`config.mk`:
```
export PLATFORM = sky130hd
export DESIGN_NAME = epoch_seconds_to_calendar
export DESIGN_NICKNAME = d
export VERILOG_FILES = /design/src/hdl/estc_pkg.sv /design/src/hdl/epoch_seconds_to_calendar.sv /design/src/hdl/estc_dpath.sv /design/src/hdl/estc_ctrl.sv
export SDC_FILE = /design/constraint.sdc
export NUM_CORES = 1
export LEC_CHECK = 0
export ABC_AREA = 1
export BUFFER_PORTS_ARGS = -buffer_cell sky130_fd_sc_hd__buf_2
export CELL_PAD_IN_SITES_DETAIL_PLACEMENT = 1
export CELL_PAD_IN_SITES_GLOBAL_PLACEMENT = 2
export CORE_ASPECT_RATIO = 1.1
export CORE_MARGIN = 5
export CORE_UTILIZATION = 45
export CTS_BUF_LIST = sky130_fd_sc_hd__clkbuf_8
export DETAILED_ROUTE_END_ITERATION = 6
export GPL_ROUTABILITY_DRIVEN = 0
export PLACE_DENSITY_LB_ADDON = 0.1
export SLEW_MARGIN = 20
export SYNTH_ARGS = -nofsm -noshare
export SYNTH_HDL_FRONTEND = slang
export SYNTH_SLANG_ARGS = --single-unit
```
`constraint.sdc`:
```
create_clock -name clock -period 14 [get_ports clock]
set_input_delay 1.4 -clock clock [delete_from_list [all_inputs] [get_ports clock]]
set_output_delay 1.4 -clock clock [all_outputs]
set_load 0.01 [all_outputs]
```
`src/hdl/estc_pkg.sv`:
```
// Shared types, constants and month table for the epoch-seconds calendar converter.
package estc_pkg;

   // Time constants
   localparam logic [17:0] SECS_PER_DAY  = 18'd86400;
   localparam logic [17:0] SECS_PER_HOUR = 18'd3600;
   localparam logic [17:0] SECS_PER_MIN  = 18'd60;
   localparam logic [10:0] BASE_YEAR     = 11'd1970;

   // Leap-rule residues of the base year
   localparam logic [1:0] BASE_MOD4   = 2'd2;
   localparam logic [6:0] BASE_MOD100 = 7'd70;
   localparam logic [8:0] BASE_MOD400 = 9'd370;

   localparam logic [8:0] DAYS_LEAP   = 9'd366;
   localparam logic [8:0] DAYS_COMMON = 9'd365;

   // Reciprocals of the odd factors: 86400 = 2^7 * 675, 3600 = 2^4 * 225, 60 = 2^2 * 15
   // q = ((x >> s) * ceil(2^k / d)) >> k, exact over the operand range
   localparam logic [24:0] DAY_RECIP  = 25'd25451659;   // ceil(2^34 / 675)
   localparam logic [13:0] HOUR_RECIP = 14'd9321;       // ceil(2^21 / 225)
   localparam logic [10:0] MIN_RECIP  = 11'd1093;       // ceil(2^14 / 15)

   localparam logic [3:0] MONTH_JAN = 4'd0;
   localparam logic [3:0] MONTH_FEB = 4'd1;
   localparam logic [3:0] MONTH_DEC = 4'd11;

   typedef struct packed {
      logic signed [31:0] epoch_seconds;
      logic [19:0]        micro_part;
   } req_type;

   typedef struct packed {
      logic [10:0] year;
      logic [3:0]  month;
      logic [4:0]  day;
      logic [4:0]  hour;
      logic [5:0]  minute;
      logic [5:0]  second;
      logic [19:0] microsecond;
      logic        before_epoch;
   } rsp_type;

   // Datapath operations
   typedef enum logic [3:0] {
      DP_NOP,
      DP_LOAD,
      DP_DAY_DIV,
      DP_DAY_REM,
      DP_HOUR_DIV,
      DP_HOUR_REM,
      DP_MIN_DIV,
      DP_MIN_REM,
      DP_YEAR,
      DP_MONTH,
      DP_EMIT
   } dp_op_type;

   typedef struct packed {
      dp_op_type op;
   } dp_cmd_type;

   typedef struct packed {
      logic neg;
      logic year_fit;
      logic month_fit;
   } dp_status_type;

   // Days in a month, index 0 is January
   function automatic logic [4:0] month_len(input logic [3:0] month, input logic leap);
      logic [4:0] len;
      unique case (month)
         4'd0, 4'd2, 4'd4, 4'd6, 4'd7, 4'd9, 4'd11: len = 5'd31;
         4'd3, 4'd5, 4'd8, 4'd10:                   len = 5'd30;
         MONTH_FEB:                                 len = leap ? 5'd29 : 5'd28;
         default:                                   len = 5'd31;
      endcase
      return len;
   endfunction

endpackage

```
`src/hdl/epoch_seconds_to_calendar.sv`:
```
// Top level: epoch seconds to Gregorian date and time of day.
//
//   channel   dir   handshake                payload
//   req_      in    req_valid / req_ready    req_type: epoch_seconds, micro_part
//   rsp_      out   rsp_valid / rsp_ready    rsp_type: year ... before_epoch
//
// One request at a time: an accept state, six division states (quotient then remainder
// for days, hours and minutes), a year state that steps once per year past 1970, a
// month state that steps once per month, and a finish state that loads the result.
// Negative seconds go from day division straight to finish. The year loop is the longest part.
// Synchronous active-high reset clears the controller and the result valid.
// A result waiting on rsp_ready does not block the next request; the result
// load stalls only if the previous result has still not been taken.
module epoch_seconds_to_calendar
   import estc_pkg::*;
(
   input  logic    clock,
   input  logic    reset,
   input  logic    req_valid,
   output logic    req_ready,
   input  req_type req_data,
   output logic    rsp_valid,
   input  logic    rsp_ready,
   output rsp_type rsp_data
);

   dp_cmd_type    cmd;
   dp_status_type status;

   estc_ctrl u_ctrl (
      .clock     (clock),
      .reset     (reset),
      .req_valid (req_valid),
      .req_ready (req_ready),
      .rsp_valid (rsp_valid),
      .rsp_ready (rsp_ready),
      .status    (status),
      .cmd       (cmd)
   );

   estc_dpath u_dpath (
      .clock    (clock),
      .req_data (req_data),
      .cmd      (cmd),
      .status   (status),
      .rsp_data (rsp_data)
   );

endmodule

```
`src/hdl/estc_dpath.sv`:
```
// Datapath: reciprocal-multiply division, year and month stepping, result register.
module estc_dpath
   import estc_pkg::*;
(
   input  logic          clock,
   input  req_type       req_data,
   input  dp_cmd_type    cmd,
   output dp_status_type status,
   output rsp_type       rsp_data
);

   logic [30:0] secs_ff, secs_in;
   logic        neg_ff, neg_in;
   logic [19:0] micro_ff, micro_in;
   logic [14:0] days_ff, days_in;
   logic [16:0] rem_ff, rem_in;
   logic [4:0]  hour_ff, hour_in;
   logic [11:0] hrem_ff, hrem_in;
   logic [5:0]  minute_ff, minute_in;
   logic [5:0]  second_ff, second_in;
   logic [10:0] year_ff, year_in;
   logic [1:0]  mod4_ff, mod4_in;
   logic [6:0]  mod100_ff, mod100_in;
   logic [8:0]  mod400_ff, mod400_in;
   logic [3:0]  month_ff, month_in;
   rsp_type     rsp_ff, rsp_in;

   logic [48:0] day_prod;
   logic [16:0] day_back;
   logic [26:0] hour_prod;
   logic [11:0] hour_back;
   logic [20:0] min_prod;
   logic [5:0]  min_back;
   logic        leap;
   logic [8:0]  ylen;
   logic [4:0]  mlen;
   logic        year_fit;
   logic        month_fit;

   // Quotients by reciprocal multiplication, remainders by multiply-back
   // (each remainder is below a power of two, so only the low bits are kept)
   assign day_prod  = 49'(secs_ff[30:7]) * 49'(DAY_RECIP);
   assign day_back  = {2'd0, days_ff} * SECS_PER_DAY[16:0];
   assign hour_prod = 27'(rem_ff[16:4]) * 27'(HOUR_RECIP);
   assign hour_back = {7'd0, hour_ff} * SECS_PER_HOUR[11:0];
   assign min_prod  = 21'(hrem_ff[11:2]) * 21'(MIN_RECIP);
   assign min_back  = minute_ff * SECS_PER_MIN[5:0];

   // Leap rule from running residues, then year and month lengths
   assign leap      = (mod400_ff == '0) || ((mod100_ff != '0) && (mod4_ff == '0));
   assign ylen      = leap ? DAYS_LEAP : DAYS_COMMON;
   assign mlen      = month_len(month_ff, leap);
   assign year_fit  = ({6'd0, ylen} > days_ff);
   assign month_fit = ({10'd0, mlen} > days_ff) || (month_ff == MONTH_DEC);

   assign status.neg       = neg_ff;
   assign status.year_fit  = year_fit;
   assign status.month_fit = month_fit;

   // Next-state logic per operation
   always_comb begin
      secs_in   = secs_ff;
      neg_in    = neg_ff;
      micro_in  = micro_ff;
      days_in   = days_ff;
      rem_in    = rem_ff;
      hour_in   = hour_ff;
      hrem_in   = hrem_ff;
      minute_in = minute_ff;
      second_in = second_ff;
      year_in   = year_ff;
      mod4_in   = mod4_ff;
      mod100_in = mod100_ff;
      mod400_in = mod400_ff;
      month_in  = month_ff;
      rsp_in    = rsp_ff;
      unique case (cmd.op)
         DP_LOAD: begin
            neg_in   = req_data.epoch_seconds[31];
            micro_in = req_data.micro_part;
            secs_in  = req_data.epoch_seconds[30:0];
         end
         DP_DAY_DIV: begin
            // at most 24855 days: 15 bits
            days_in = day_prod[48:34];
         end
         DP_DAY_REM: begin
            rem_in = secs_ff[16:0] - day_back;
         end
         DP_HOUR_DIV: begin
            hour_in = hour_prod[25:21];
         end
         DP_HOUR_REM: begin
            hrem_in = rem_ff[11:0] - hour_back;
         end
         DP_MIN_DIV: begin
            minute_in = min_prod[19:14];
         end
         DP_MIN_REM: begin
            second_in = hrem_ff[5:0] - min_back;
            year_in   = BASE_YEAR;
            mod4_in   = BASE_MOD4;
            mod100_in = BASE_MOD100;
            mod400_in = BASE_MOD400;
            month_in  = MONTH_JAN;
         end
         DP_YEAR: begin
            if (!year_fit) begin
               days_in   = days_ff - {6'd0, ylen};
               year_in   = year_ff + 11'd1;
               mod4_in   = mod4_ff + 2'd1;
               mod100_in = (mod100_ff == 7'd99) ? 7'd0 : mod100_ff + 7'd1;
               mod400_in = (mod400_ff == 9'd399) ? 9'd0 : mod400_ff + 9'd1;
            end
         end
         DP_MONTH: begin
            if (!month_fit) begin
               days_in  = days_ff - {10'd0, mlen};
               month_in = month_ff + 4'd1;
            end
         end
         DP_EMIT: begin
            if (neg_ff) begin
               rsp_in              = '0;
               rsp_in.before_epoch = 1'b1;
            end else begin
               rsp_in.year         = year_ff;
               rsp_in.month        = month_ff + 4'd1;
               rsp_in.day          = days_ff[4:0] + 5'd1;
               rsp_in.hour         = hour_ff;
               rsp_in.minute       = minute_ff;
               rsp_in.second       = second_ff;
               rsp_in.microsecond  = micro_ff;
               rsp_in.before_epoch = 1'b0;
            end
         end
         default: begin
         end
      endcase
   end

   // Payload registers, no reset needed
   always_ff @(posedge clock) begin
      secs_ff   <= secs_in;
      neg_ff    <= neg_in;
      micro_ff  <= micro_in;
      days_ff   <= days_in;
      rem_ff    <= rem_in;
      hour_ff   <= hour_in;
      hrem_ff   <= hrem_in;
      minute_ff <= minute_in;
      second_ff <= second_in;
      year_ff   <= year_in;
      mod4_ff   <= mod4_in;
      mod100_ff <= mod100_in;
      mod400_ff <= mod400_in;
      month_ff  <= month_in;
      rsp_ff    <= rsp_in;
   end

   assign rsp_data = rsp_ff;

endmodule

```
`src/hdl/estc_ctrl.sv`:
```
// Controller: sequences division, year and month stepping, and the result handshake.
module estc_ctrl
   import estc_pkg::*;
(
   input  logic          clock,
   input  logic          reset,
   input  logic          req_valid,
   output logic          req_ready,
   output logic          rsp_valid,
   input  logic          rsp_ready,
   input  dp_status_type status,
   output dp_cmd_type    cmd
);

   typedef enum logic [3:0] {
      S_IDLE,
      S_DAY_DIV,
      S_DAY_REM,
      S_HOUR_DIV,
      S_HOUR_REM,
      S_MIN_DIV,
      S_MIN_REM,
      S_YEAR,
      S_MONTH,
      S_FINISH
   } state_type;

   state_type  state_ff;
   logic       rsp_valid_ff;
   logic       out_free;

   assign out_free  = !rsp_valid_ff || rsp_ready;
   assign req_ready = (state_ff == S_IDLE);
   assign rsp_valid = rsp_valid_ff;

   // Command decode
   always_comb begin
      cmd.op = DP_NOP;
      unique case (state_ff)
         S_IDLE:     cmd.op = req_valid ? DP_LOAD : DP_NOP;
         S_DAY_DIV:  cmd.op = status.neg ? DP_NOP : DP_DAY_DIV;
         S_DAY_REM:  cmd.op = DP_DAY_REM;
         S_HOUR_DIV: cmd.op = DP_HOUR_DIV;
         S_HOUR_REM: cmd.op = DP_HOUR_REM;
         S_MIN_DIV:  cmd.op = DP_MIN_DIV;
         S_MIN_REM:  cmd.op = DP_MIN_REM;
         S_YEAR:     cmd.op = DP_YEAR;
         S_MONTH:    cmd.op = DP_MONTH;
         S_FINISH:   cmd.op = out_free ? DP_EMIT : DP_NOP;
         default:    cmd.op = DP_NOP;
      endcase
   end

   // State and result valid
   always_ff @(posedge clock) begin
      if (reset) begin
         state_ff     <= S_IDLE;
         rsp_valid_ff <= 1'b0;
      end else begin
         // Result valid: set when a result loads, cleared when taken
         if ((state_ff == S_FINISH) && out_free) begin
            rsp_valid_ff <= 1'b1;
         end else if (rsp_ready) begin
            rsp_valid_ff <= 1'b0;
         end
         unique case (state_ff)
            S_IDLE: begin
               if (req_valid) begin
                  state_ff <= S_DAY_DIV;
               end
            end
            S_DAY_DIV: begin
               if (status.neg) begin
                  state_ff <= S_FINISH;
               end else begin
                  state_ff <= S_DAY_REM;
               end
            end
            S_DAY_REM:  state_ff <= S_HOUR_DIV;
            S_HOUR_DIV: state_ff <= S_HOUR_REM;
            S_HOUR_REM: state_ff <= S_MIN_DIV;
            S_MIN_DIV:  state_ff <= S_MIN_REM;
            S_MIN_REM:  state_ff <= S_YEAR;
            S_YEAR: begin
               if (status.year_fit) begin
                  state_ff <= S_MONTH;
               end
            end
            S_MONTH: begin
               if (status.month_fit) begin
                  state_ff <= S_FINISH;
               end
            end
            S_FINISH: begin
               if (out_free) begin
                  state_ff <= S_IDLE;
               end
            end
            default: state_ff <= S_IDLE;
         endcase
      end
   end

endmodule
```
; Word-level counts from Yosys, hierarchy flattened
; Index checks and enable logic that the tools add are counted.
[totals]
reg_bits = 209
word_cells = 126
mem_bits_ro = 0
latch_bits = 0
out_inout_bits = 60
mem_count = 0
ramBits = 0
[classes]
muxes = 31
addsub = 11
n_eq_ne = 33
n_div = 0
bitwise = 0
shift = 0
order_cmp = 2
n_reduce_logical = 19
mul = 6
[ops]
columns = operator, n
row1 = $pmux 4 s10, 2
row2 = $mul 24x25->49 const B, 1
row3 = $pmux 15 s3, 1
row4 = $eq 4x3->1 const B, 9
row5 = $eq 4x4->1 const B, 8
row6 = $mux 15, 2
row7 = $mux 4, 7
row8 = $mul 13x14->26 const B, 1
row9 = $pmux 11 s2, 1
row10 = $eq 4x2->1 const B, 5
row11 = $mul 10x11->20 const B, 1
row12 = $mux 9, 2
row13 = $pmux 9 s2, 1
row14 = $sub 17x17->17, 1
row15 = $gt 5x15->1, 1
row16 = $gt 9x15->1, 1
row17 = $mul 15x10->10 const B, 1
row18 = $sub 15x5->15, 1
row19 = $sub 15x9->15, 1
row20 = $mux 7, 2
row21 = $pmux 7 s2, 1
row22 = $eq 4x1->1 const B, 3
row23 = $sub 12x12->12, 1
row24 = $add 11x1->11 const B, 1
row25 = other kinds (31), 47

; Depth between registers and ports, before layout
; Gate-level depths: netlist of the first run.
[depth]
depth_word = 9
mapped_depth = 28
ltp_nobuf = 28

; By module
; A second synthesis of the first run with hierarchy kept.
[hier_totals]
hier_cells = 2644
hier_area_um2 = 24079.3
[by_module_without_submodules]
columns = mod, seq_area_each_um2, n_inst, cells_each, area_per_inst_um2
row1 = estc_dpath, 6125.9, 1, 2583, 23709.0
row2 = estc_ctrl, 100.1, 1, 61, 370.4

; Worst setup path after synthesis of the first run
; Ideal clock, no wire load.
[synth_path]
path_type = input port to flip-flop
start = in req_valid
end = reg u_dpath.micro_ff[0], enable pin
setup_slack_ns = 8.469
path_stages = 2
n_path_buf = 0
t_arrival_ns = 5.005
setup_ns = 0.526
cell_sequence = inv_1 > nor3_1
[synth_between]
elab_chain_cells = 3
[synth_lines]
columns = element, line_no
row1 = "start, declared", epoch_seconds_to_calendar.sv:19  ; input logic req_valid,
row2 = $mux 1, estc_ctrl.sv:40  ; S_IDLE: cmd.op = req_valid ? DP_LOAD : DP_NOP;
row3 = $pmux 4 s10, estc_ctrl.sv:39  ; unique case (state_ff)
row4 = $eq 4x1->1, estc_dpath.sv:77  ; unique case (cmd.op)
row5 = "end signal, assigned", estc_dpath.sv:146  ; micro_ff <= micro_in;
row6 = "end, declared", estc_dpath.sv:14  ; logic [19:0] micro_ff, micro_in;
; No other way between the ends.
; A chain may end at the register's enable or synchronous reset.

; Final worst setup path of the first run
[layout_path]
start = reg u_dpath.secs_ff[16]
end = reg u_dpath.days_ff[2], data pin
[layout_between]
elab_chain_cells = 2
[layout_lines]
columns = element, line_no
row1 = "start, declared", estc_dpath.sv:12  ; logic [30:0] secs_ff, secs_in;
row2 = "start signal, assigned", estc_dpath.sv:144  ; secs_ff <= secs_in;
row3 = $mul 24x25->49, estc_dpath.sv:42  ; assign day_prod = 49'(secs_ff[30:7]) * 49'(DAY_RECIP);
row4 = $pmux 15 s3, estc_dpath.sv:77
row5 = named net u_dpath.days_in[2], estc_dpath.sv:15  ; logic [14:0] days_ff, days_in;
row6 = "end signal, assigned", estc_dpath.sv:147  ; days_ff <= days_in;
row7 = "end, declared", estc_dpath.sv:15
; The timed path passes the listed nets, and every way through them passes these cells.

==> impl_metrics.yaml, run 1 <==
status:
  status: "finished clean"
logic_synthesis:
  synth-edff-count: 204
  synth_mux_area_frac: 0
  ys_warn_count: 0
  synth_top_family_by_area: "adder cells"
  yosysUniqueCellTypes: 49
  synth-simple-area-share: 0.1347
  async_flop_share: 0
  synth_xor_area_frac: 0.02493
  ys.flop_type: "edfxtp_1"
  yosys.area_share.adder: 0.4195
  synthCells: 2617
  syn_avg_cell_area_um2: 9.128
  syn_area_mm2: 0.02389
  synth.most_common_cell: "inv_1"
  synth_compound_area_frac: 0.05337
  ys_seq_area_frac: 0.2606
  synthTopCellsByCount: "inv_1, ha_1, nand2_1"
  synth_largest_area_cell: "edfxtp_1"
  synth_area_leaders: "edfxtp_1, ha_1, fa_1"
  syn_nets: 3345
  synth_top_area_share: 0.2564
  ys_ff_latch: 209
worst_setup_path:
  slowest_stage: "edfxtp_1"
  critical_path.max_fanout: 8
  cp.buffers_inverters: 5
  crit_required_ps: 14340
  cpMostUsedCell: "nand2_1"
  worstPathCellList: "ha_1 > fa_1 > inv_1 > fa_1 > inv_1 > fa_1 > inv_1 > fa_1 > fa_1 > fa_1 > inv_1 > ha_1 > nand2_1 > nor2_1 > inv_1 > nor4_1 > nand2_1 > nand2_1 > nand2_1 > nand2_1 > nand2_1 > nand3_1 > nand2_1"
  start_kind: "register"
  path_class: "reg2reg"
  critPathTopFamily: "adder cells"
  worstSetupEndpointType: "register"
  cp.arrival_ps: 6670
  cpPeakStageDelay_ps: 620
  r2r_slack_ps: 7680
global_route:
  grt_util_all_layers: 0.2384
  grt_max_degree: 60
  grt_pass1_wl_um: 108600
  grt_overflow_total: 0
  antenna_found_initial: 2
  first_global_vias: 19980
timing:
  max_slew_margin: 0.3227
  report.final.setup_viol: 0
  fin_crit_sh: 0.4517
  hold_viol: 0
  slew_viol_final: 0
  fin_crit_ps: 6324
  tightest_slew_ps: 1008
  fin_worst_skew_ps: 65.32
  fmax_ghz: 0.1581
  rsz0062_at_grt: "no"
  tns_ps: 0
clock_network:
  cts_setup_buffers: 0
  cts_buffers: 37
  cts.sink_count: 209
  root_buffer: "clkbuf_8"
  insertion_delay_ps: 610
  cts_max_level: 2
  cts_tree: "yes"
  holdBufCountCts: 0
  clk_pin_slew_ps: 60
  clock_path_buffers: 3
  post_cts_resized: 0
placed_design:
  dp.cells: 3401
  numPortBuffers: 115
  dp_hpwl_um: 58680
finish:
  ff_latch_area_mm2: 0.006226
  syn_to_final_growth_pct: 8.737
  multi_input_area_mm2: 0.01513
  drive_gt1_frac: 0.07094
  nFillCells: 6216
  post-route-util: 0.4946
  fin_nets: 3493
  fin_cells: 3467
route:
  met2_length_um: 34540
  antenna_left: 0
  drtIter0Drc: 591
  first_pass_iters: 4
  drc: 0
  wl_met1_um: 29130
  wl_um: 68260
  routed.top_layer: "met5"
  vias_per_cell: 5.166
  wl_met3_um: 1907
  wl_per_cell_um: 19.69
  via_count: 17910
run:
  cap_viol_max_count: 0
floorplan:
  num_rows: 88
  die_h_um: 251.6
  die_x_um: 229.7
  ioPinCount: 116
  core-area_mm2: 0.05252
  die-area_mm2: 0.05780
  start_util: 0.4548
hold_path:
  min_path_type: "reg2reg"
## worst reg2reg max path, stage by stage, from the launching register on
cell and delay, ps:
edfxtp_1 620, ha_1 420, fa_1 530, inv_1 50
fa_1 510, inv_1 60, fa_1 500, inv_1 50
fa_1 480, fa_1 540, fa_1 550, inv_1 60
ha_1 310, nand2_1 80, nor2_1 220, inv_1 130
nor4_1 310, nand2_1 90, nand2_1 120, nand2_1 90
nand2_1 70, nand2_1 50, nand3_1 180, nand2_1 90
## metal layers
| layer | vias up | track usage |
|---|---|---|
| li1 | 8638 | - |
| met1 | 8884 | 0.2911 |
| met2 | 281 | 0.4397 |
| met3 | 106 | 0.02307 |
| met4 | 2 | 0.08369 |
| met5 | - | 0 |
## layout make-up
type / count / share of cell area
multi-input cells: 1731 / 0.5825
inverters: 663 / 0.09581
repair buffers: 123 / 0.02447
clock inverters: 28 / 0.005299
diodes: 1 / 0.00009634
clock buffers: 37 / 0.01961
flip-flops and latches: 209 / 0.2397
well taps: 675 / 0.03251
## final timing paths
kind	startpoint	end	cells after the start
worst max-delay path	u_dpath.secs_ff[16]$_DFFE_PN_	u_dpath.days_ff[2]$_DFFE_PP_	23
worst min-delay path	u_dpath.secs_ff[4]$_DFFE_PN_	u_dpath.rem_ff[4]$_DFFE_PN_	0
worst max register to register	u_dpath.secs_ff[16]$_DFFE_PN_	u_dpath.days_ff[2]$_DFFE_PP_	23
worst min register to register	u_dpath.secs_ff[4]$_DFFE_PN_	u_dpath.rem_ff[4]$_DFFE_PN_	0
## registers in the layout, indices dropped and copies added, names as in the netlist, 2 cells and up
register and flops:
u_ctrl.state_ff 4, u_dpath.secs_ff 31, u_dpath.mod400_ff 9, u_dpath.month_ff 4
u_dpath.rem_ff 17, u_dpath.mod100_ff 7, u_dpath.hrem_ff 12, u_dpath.hour_ff 5
u_dpath.mod4_ff 2, u_dpath.minute_ff 6, u_dpath.rsp_data 58, u_dpath.second_ff 6
u_dpath.micro_ff 20, u_dpath.days_ff 15, u_dpath.year_ff 11
## layout by cell type, fill, tap and decap left out, types with 37 or more instances in the layout
cell	count
a21oi_1	113
buf_2	115
clkbuf_8	37
edfxtp_1	204
fa_1	215
ha_1	457
inv_1	669
nand2_1	365
nand3_1	95
nor2_1	205
o21ai_0	62
xor2_1	45
## cells by family (layout without fill, tap and decap cells)
logic type / Yosys count / after routing
adders and majority gates: 672 / 672
buffers and inverters: 677 / 851
AOI/OAI and AO/OA: 229 / 229
other: 0 / 1
xor gates and xnor gates: 68 / 68
and+or+nand+nor: 762 / 762
DFF: 209 / 209
## stage by stage
stage                     worst slack [ps]  instance area [um^2]  hold slack, ps
after floorplan                       8469                 23890           400.3
after global placement                7578                 25320           400.8
after detailed placement              7561                 25320           407.4
after CTS                             7591                 25970           421.7
after global routing                  7207                 25970           425.8
final                                 7676                 25970           423.7
Power of run 1 is not shown: default switching activity piles up to over one toggle a cycle in this logic, so the estimate is an artifact.
==> inputs of run 2 (changes only) <==
--- a/config.mk
+++ b/config.mk
@@ -11,7 +11,7 @@
 export CELL_PAD_IN_SITES_GLOBAL_PLACEMENT = 2
 export CORE_ASPECT_RATIO = 1.1
 export CORE_MARGIN = 5
-export CORE_UTILIZATION = 45
+export CORE_UTILIZATION = 41
 export CTS_BUF_LIST = sky130_fd_sc_hd__clkbuf_8
 export DETAILED_ROUTE_END_ITERATION = 6
 export GPL_ROUTABILITY_DRIVEN = 0
==> constraint.sdc (replaced) <==
create_clock -name clock -period 6.4 [get_ports clock]
set_input_delay 0.64 -clock clock [delete_from_list [all_inputs] [get_ports clock]]
set_output_delay 0.64 -clock clock [all_outputs]
set_load 0.01 [all_outputs]
==> run 2 against run 1 <==
  * Clock-buffer cell count up 3
  * Maximum frequency increased by 4.6%
  * Utilization fell by 3.4 points
  * Sequential share of layout area shrank 0.48 points
  * Clock skew up 3.5 ps
  * Flip-flop and latch count stayed put
  * Cell area up 2.0%
  * Worst hold slack worse by 230 ps
  * Highest routed layer unchanged
  * First-iteration DRC count rose by 1.9%
==> impl_metrics.yaml, run 2 (synthesized netlist as in run 1, its figures left out) <==
worst_setup_path:
  cp.arrival_ps: 6420
  slowest_stage: "fa_1"
  start_kind: "register"
  worstPathCellList: "buf_4 > ha_1 > ha_1 > inv_1 > fa_1 > inv_1 > fa_1 > inv_1 > fa_1 > fa_1 > fa_1 > inv_1 > ha_1 > nand2_1 > inv_1 > a21oi_1 > o21ai_0 > a21oi_1 > nand4_1 > nand3_1 > nand3_1"
  cp.buffers_inverters: 6
  critPathTopFamily: "adder cells"
  cpPeakStageDelay_ps: 540
  crit_required_ps: 6780
  path_class: "reg2reg"
  worstSetupEndpointType: "register"
  critical_path.max_fanout: 4
timing:
  report.final.setup_viol: 0
  max_slew_margin: 0.4147
  slew_viol_final: 0
  fin_crit_sh: 0.9445
  worst_slack_ps: 355.1
  rsz0062_at_grt: "no"
  tightest_slew_ps: 878.0
  fin_crit_ps: 6045
  fmax_ghz: 0.1654
  hold_viol: 0
  fin_worst_skew_ps: 68.81
route:
  first_pass_iters: 5
  wl_um: 70270
  drtIter0Drc: 602
  vias_per_cell: 5.019
  wl_per_cell_um: 19.62
  antenna_left: 0
  via_count: 17980
  drc: 0
finish:
  largest_register_ffs: 58
  fin_nets: 3529
  final_cell_mix: "inv_1, ha_1, nand2_1"
  syn_to_final_growth_pct: 10.96
  layout_commonest_cell: "inv_1"
  drive_gt1_frac: 0.08731
global_route:
  grt_max_degree: 60
  grt_util_all_layers: 0.2254
  first_global_vias: 20410
  grt_pass1_wl_um: 111800
  grt_overflow_total: 0
  antenna_found_initial: 2
clock_network:
  root_buffer: "clkbuf_8"
  clock_path_buffers: 3
  cts_buffers: 40
  cts_tree: "yes"
  clk_pin_slew_ps: 80
  cts.sink_count: 209
  holdBufCountCts: 0
  insertion_delay_ps: 640
  cts_max_level: 2
floorplan:
  num_rows: 92
  die-area_mm2: 0.06320
  start_util: 0.4150
  die_h_um: 263.2
  core-area_mm2: 0.05756
  ioPinCount: 116
  die_x_um: 240.1
placed_design:
  dp_hpwl_um: 60420
  post-place-ws_ps: -34.15
  numPortBuffers: 115
run:
  cap_viol_max_count: 0
status:
  status: "finished clean"
hold_path:
  min_path_type: "in2reg"
[run 2: through the flow]
stage	instance area, um^2	hold WS [ps]	utilization	setup TNS (ps)	std cells
after floorplan	23890	400.3	-	0	2617
final	26510	189.4	0.4605	0	3582
after detailed placement	25570	407.7	0.4443	-34.15	3498
after global placement	25570	403.1	0.4443	-91.67	3498
after CTS	26360	134.6	0.4580	0	3568
after global routing	26510	162.0	0.4605	0	3582
[run 2: path summary, 6_finish.rpt]
check / slack [ps] / cells past startpoint / endpoint / start
worst max register to register: 360 / 21 / u_dpath.days_ff[3]$_DFFE_PP_ / u_dpath.secs_ff[27]$_DFFE_PN_
worst min-delay path: 190 / 1 / u_dpath.secs_ff[8]$_DFFE_PN_ / req_data[28]
worst max-delay path: 360 / 21 / u_dpath.days_ff[3]$_DFFE_PP_ / u_dpath.secs_ff[27]$_DFFE_PN_
worst min register to register: 380 / 0 / u_dpath.rem_ff[4]$_DFFE_PN_ / u_dpath.secs_ff[4]$_DFFE_PN_
[run 2: area by class of cell]
| class | instances | area (um^2) |
|---|---|---|
| clock buffers | 40 | 550.5 |
| diodes | 1 | 2.502 |
| inverters | 663 | 2489 |
| clock inverters | 30 | 235.2 |
| flip-flops and latches | 209 | 6226 |
| repair buffers | 156 | 883.3 |
| well taps | 752 | 940.9 |
| fillers | 6801 | 31050 |
| multi-input cells | 1731 | 15180 |
[run 2: what timing repair did]
item,4_1_cts,5_1_grt
endpoints found under the setup margin,1,14
buffers inserted,0,13
gates resized for setup,1,8
pin swaps,0,1
[run 2: routing by layer]
metal | GRT usage | share of wire | vias up
met5 | 0 | 0.00019 | -
met4 | 0.06933 | 0.031 | 2
met3 | 0.02052 | 0.031 | 94
met2 | 0.4108 | 0.51 | 272
met1 | 0.2815 | 0.43 | 8895
li1 | - | - | 8715
Power of run 2 is left out for the same reason.
==> inputs of run 3 (changes only) <==
--- a/config.mk
+++ b/config.mk
@@ -7,6 +7,7 @@
 export LEC_CHECK = 0
 export ABC_AREA = 1
 export BUFFER_PORTS_ARGS = -buffer_cell sky130_fd_sc_hd__buf_2
+export CAP_MARGIN = 20
 export CELL_PAD_IN_SITES_DETAIL_PLACEMENT = 1
 export CELL_PAD_IN_SITES_GLOBAL_PLACEMENT = 2
 export CORE_ASPECT_RATIO = 1.1
@@ -14,8 +15,7 @@
 export CORE_UTILIZATION = 41
 export CTS_BUF_LIST = sky130_fd_sc_hd__clkbuf_8
 export DETAILED_ROUTE_END_ITERATION = 6
-export GPL_ROUTABILITY_DRIVEN = 0
-export PLACE_DENSITY_LB_ADDON = 0.1
+export PLACE_DENSITY = 0.8
 export SLEW_MARGIN = 20
 export SYNTH_ARGS = -nofsm -noshare
 export SYNTH_HDL_FRONTEND = slang
==> run 3 against run 2 <==
  * Flip-flop and latch count unchanged
  * Worst hold slack improved by 7.4 ps
  * Routed wire length decreased by 0.82%
  * Global-route usage decreased by 0.42 points
  * First-iteration DRC count decreased by 5.1%
  * Maximum frequency decreased by 0.75%
  * Register-to-register slack got worse by 50 ps
  * Die area unchanged
  * Utilization decreased by 0.12 points
  * Cell area decreased by 0.27%
  * Clock skew decreased by 7.1 ps
  * Critical path depth decreased by 1
  * Highest routed layer is now met4
==> impl_metrics.yaml, run 3 (synthesized netlist as in run 1, its figures left out) <==
status:
  status: "finished clean"
finish:
  final_cell_mix: "inv_1, ha_1, nand2_1"
  nFillCells: 6787
  drive_gt1_frac: 0.08422
  layout_commonest_cell: "inv_1"
  largest_register_ffs: 58
  fin_nets: 3525
  post-route-util: 0.4593
  syn_to_final_growth_pct: 10.66
floorplan:
  num_rows: 92
  die_x_um: 240.1
  die_h_um: 263.2
  start_util: 0.4150
  core-area_mm2: 0.05756
  ioPinCount: 116
  die-area_mm2: 0.06320
placed_design:
  dp_hpwl_um: 59970
  numPortBuffers: 115
  globalplace.congestion: 0.9169
timing:
  report.final.setup_viol: 0
  hold_ws_ps: 196.8
  hold_viol: 0
  fin_crit_ps: 6090
  fin_crit_sh: 0.9516
  tns_ps: 0
  tightest_slew_ps: 1059
  fin_worst_skew_ps: 61.70
  max_slew_margin: 0.2889
  slew_viol_final: 0
  rsz0062_at_grt: "no"
  fmax_ghz: 0.1642
worst_setup_path:
  r2r_slack_ps: 310
  path_class: "reg2reg"
  worstSetupEndpointType: "register"
  crit_required_ps: 6740
  r2r_end: "u_dpath.days_ff[6]$_DFFE_PP_"
  rr_worst_depth: 20
  cp.arrival_ps: 6430
  r2r-start: "u_dpath.secs_ff[22]$_DFFE_PN_"
  worstPathCellList: "fa_1 > ha_1 > inv_1 > fa_1 > inv_1 > fa_1 > fa_1 > fa_1 > inv_1 > fa_1 > inv_1 > ha_1 > a21oi_1 > o21ai_0 > a21oi_1 > nor2_1 > nor2_1 > nand4_1 > nand3_1 > nand2_1"
  cpMostUsedCell: "fa_1"
  start_kind: "register"
  cpPeakStageDelay_ps: 550
  slowest_stage: "fa_1"
  cp.buffers_inverters: 4
  critPathTopFamily: "adder cells"
  critical_path.max_fanout: 7
route:
  via_count: 18040
  vias_per_cell: 5.040
  wl_um: 69700
  wl_per_cell_um: 19.47
  first_pass_iters: 5
  drc: 0
  antenna_left: 0
  drtIter0Drc: 571
clock_network:
  cts_buffers: 39
  cts.sink_count: 209
  clock_path_buffers: 3
  clk_pin_slew_ps: 70
  holdBufCountCts: 0
  insertion_delay_ps: 620
  cts_max_level: 2
  root_buffer: "clkbuf_8"
  cts_tree: "yes"
run:
  cap_viol_max_count: 0
global_route:
  grt_overflow_total: 0
  antenna_found_initial: 1
  first_global_vias: 19820
  grt_pass1_wl_um: 109400
  grt_util_all_layers: 0.2213
  grt_max_degree: 60
hold_path:
  min_path_type: "in2reg"
  hold_depth: 1
  hp-start: "req_data[32]"
  hold_end: "u_dpath.secs_ff[12]$_DFFE_PN_"
[run 3: worst max-delay path by stage]
stage | start | to | slack, ps | depth (start not counted)
after floorplan | u_dpath.secs_ff[16]$_DFFE_PN_ | u_dpath.days_ff[2]$_DFFE_PP_ | 970 | 23
after global placement | u_dpath.secs_ff[23]$_DFFE_PN_ | u_dpath.days_ff[2]$_DFFE_PP_ | 200 | 23
after detailed placement | u_dpath.secs_ff[17]$_DFFE_PN_ | u_dpath.days_ff[2]$_DFFE_PP_ | 150 | 23
after CTS | u_dpath.secs_ff[17]$_DFFE_PN_ | u_dpath.days_ff[2]$_DFFE_PP_ | 90 | 23
after global routing | u_dpath.secs_ff[25]$_DFFE_PN_ | u_dpath.days_ff[6]$_DFFE_PP_ | 40 | 21
final | u_dpath.secs_ff[22]$_DFFE_PN_ | u_dpath.days_ff[6]$_DFFE_PP_ | 310 | 20
[run 3: metal layers]
metal,share of wire,vias to the layer above,GRT usage
met5,0,-,0
li1,-,8699,-
met1,0.43,8968,0.2775
met4,0.031,0,0.06334
met3,0.035,90,0.02638
met2,0.50,280,0.3997
[run 3: through the flow]
stage / instances / setup slack, ps / instance area (um^2)
after floorplan: 2617 / 969.1 / 23890
after global placement: 3493 / 200.2 / 25530
after detailed placement: 3493 / 149.0 / 25530
after CTS: 3563 / 92.74 / 26300
after global routing: 3579 / 40.34 / 26430
final: 3579 / 309.6 / 26430
[run 3: final cells by class]
cell class / instances / area, um^2 / area share
antenna: 1 / 2.502 / 0.00009467
clock buffer: 39 / 536.8 / 0.02031
clock inverter: 31 / 235.2 / 0.008899
inverter: 663 / 2489 / 0.09415
multi-input combinational: 1731 / 15140 / 0.5729
sequential: 209 / 6226 / 0.2355
tap: 752 / 940.9 / 0.03559
timing repair buffer: 153 / 860.8 / 0.03256
[run 3: worst reg2reg max path, stage by stage, from the launching register on]
cell and delay (ps):
edfxtp_1 520, fa_1 540, ha_1 290, inv_1 40, fa_1 470, inv_1 50
fa_1 500, fa_1 520, fa_1 550, inv_1 60, fa_1 530, inv_1 40
ha_1 320, a21oi_1 250, o21ai_0 230, a21oi_1 220, nor2_1 60, nor2_1 240
nand4_1 130, nand3_1 190, nand2_1 70
[run 3: repair_timing]
action                                  CTS  global route
buffers inserted                          0            15
resized for setup                         0             5
endpoints found under the setup margin    0             7
Power of run 3 is left out for the same reason.
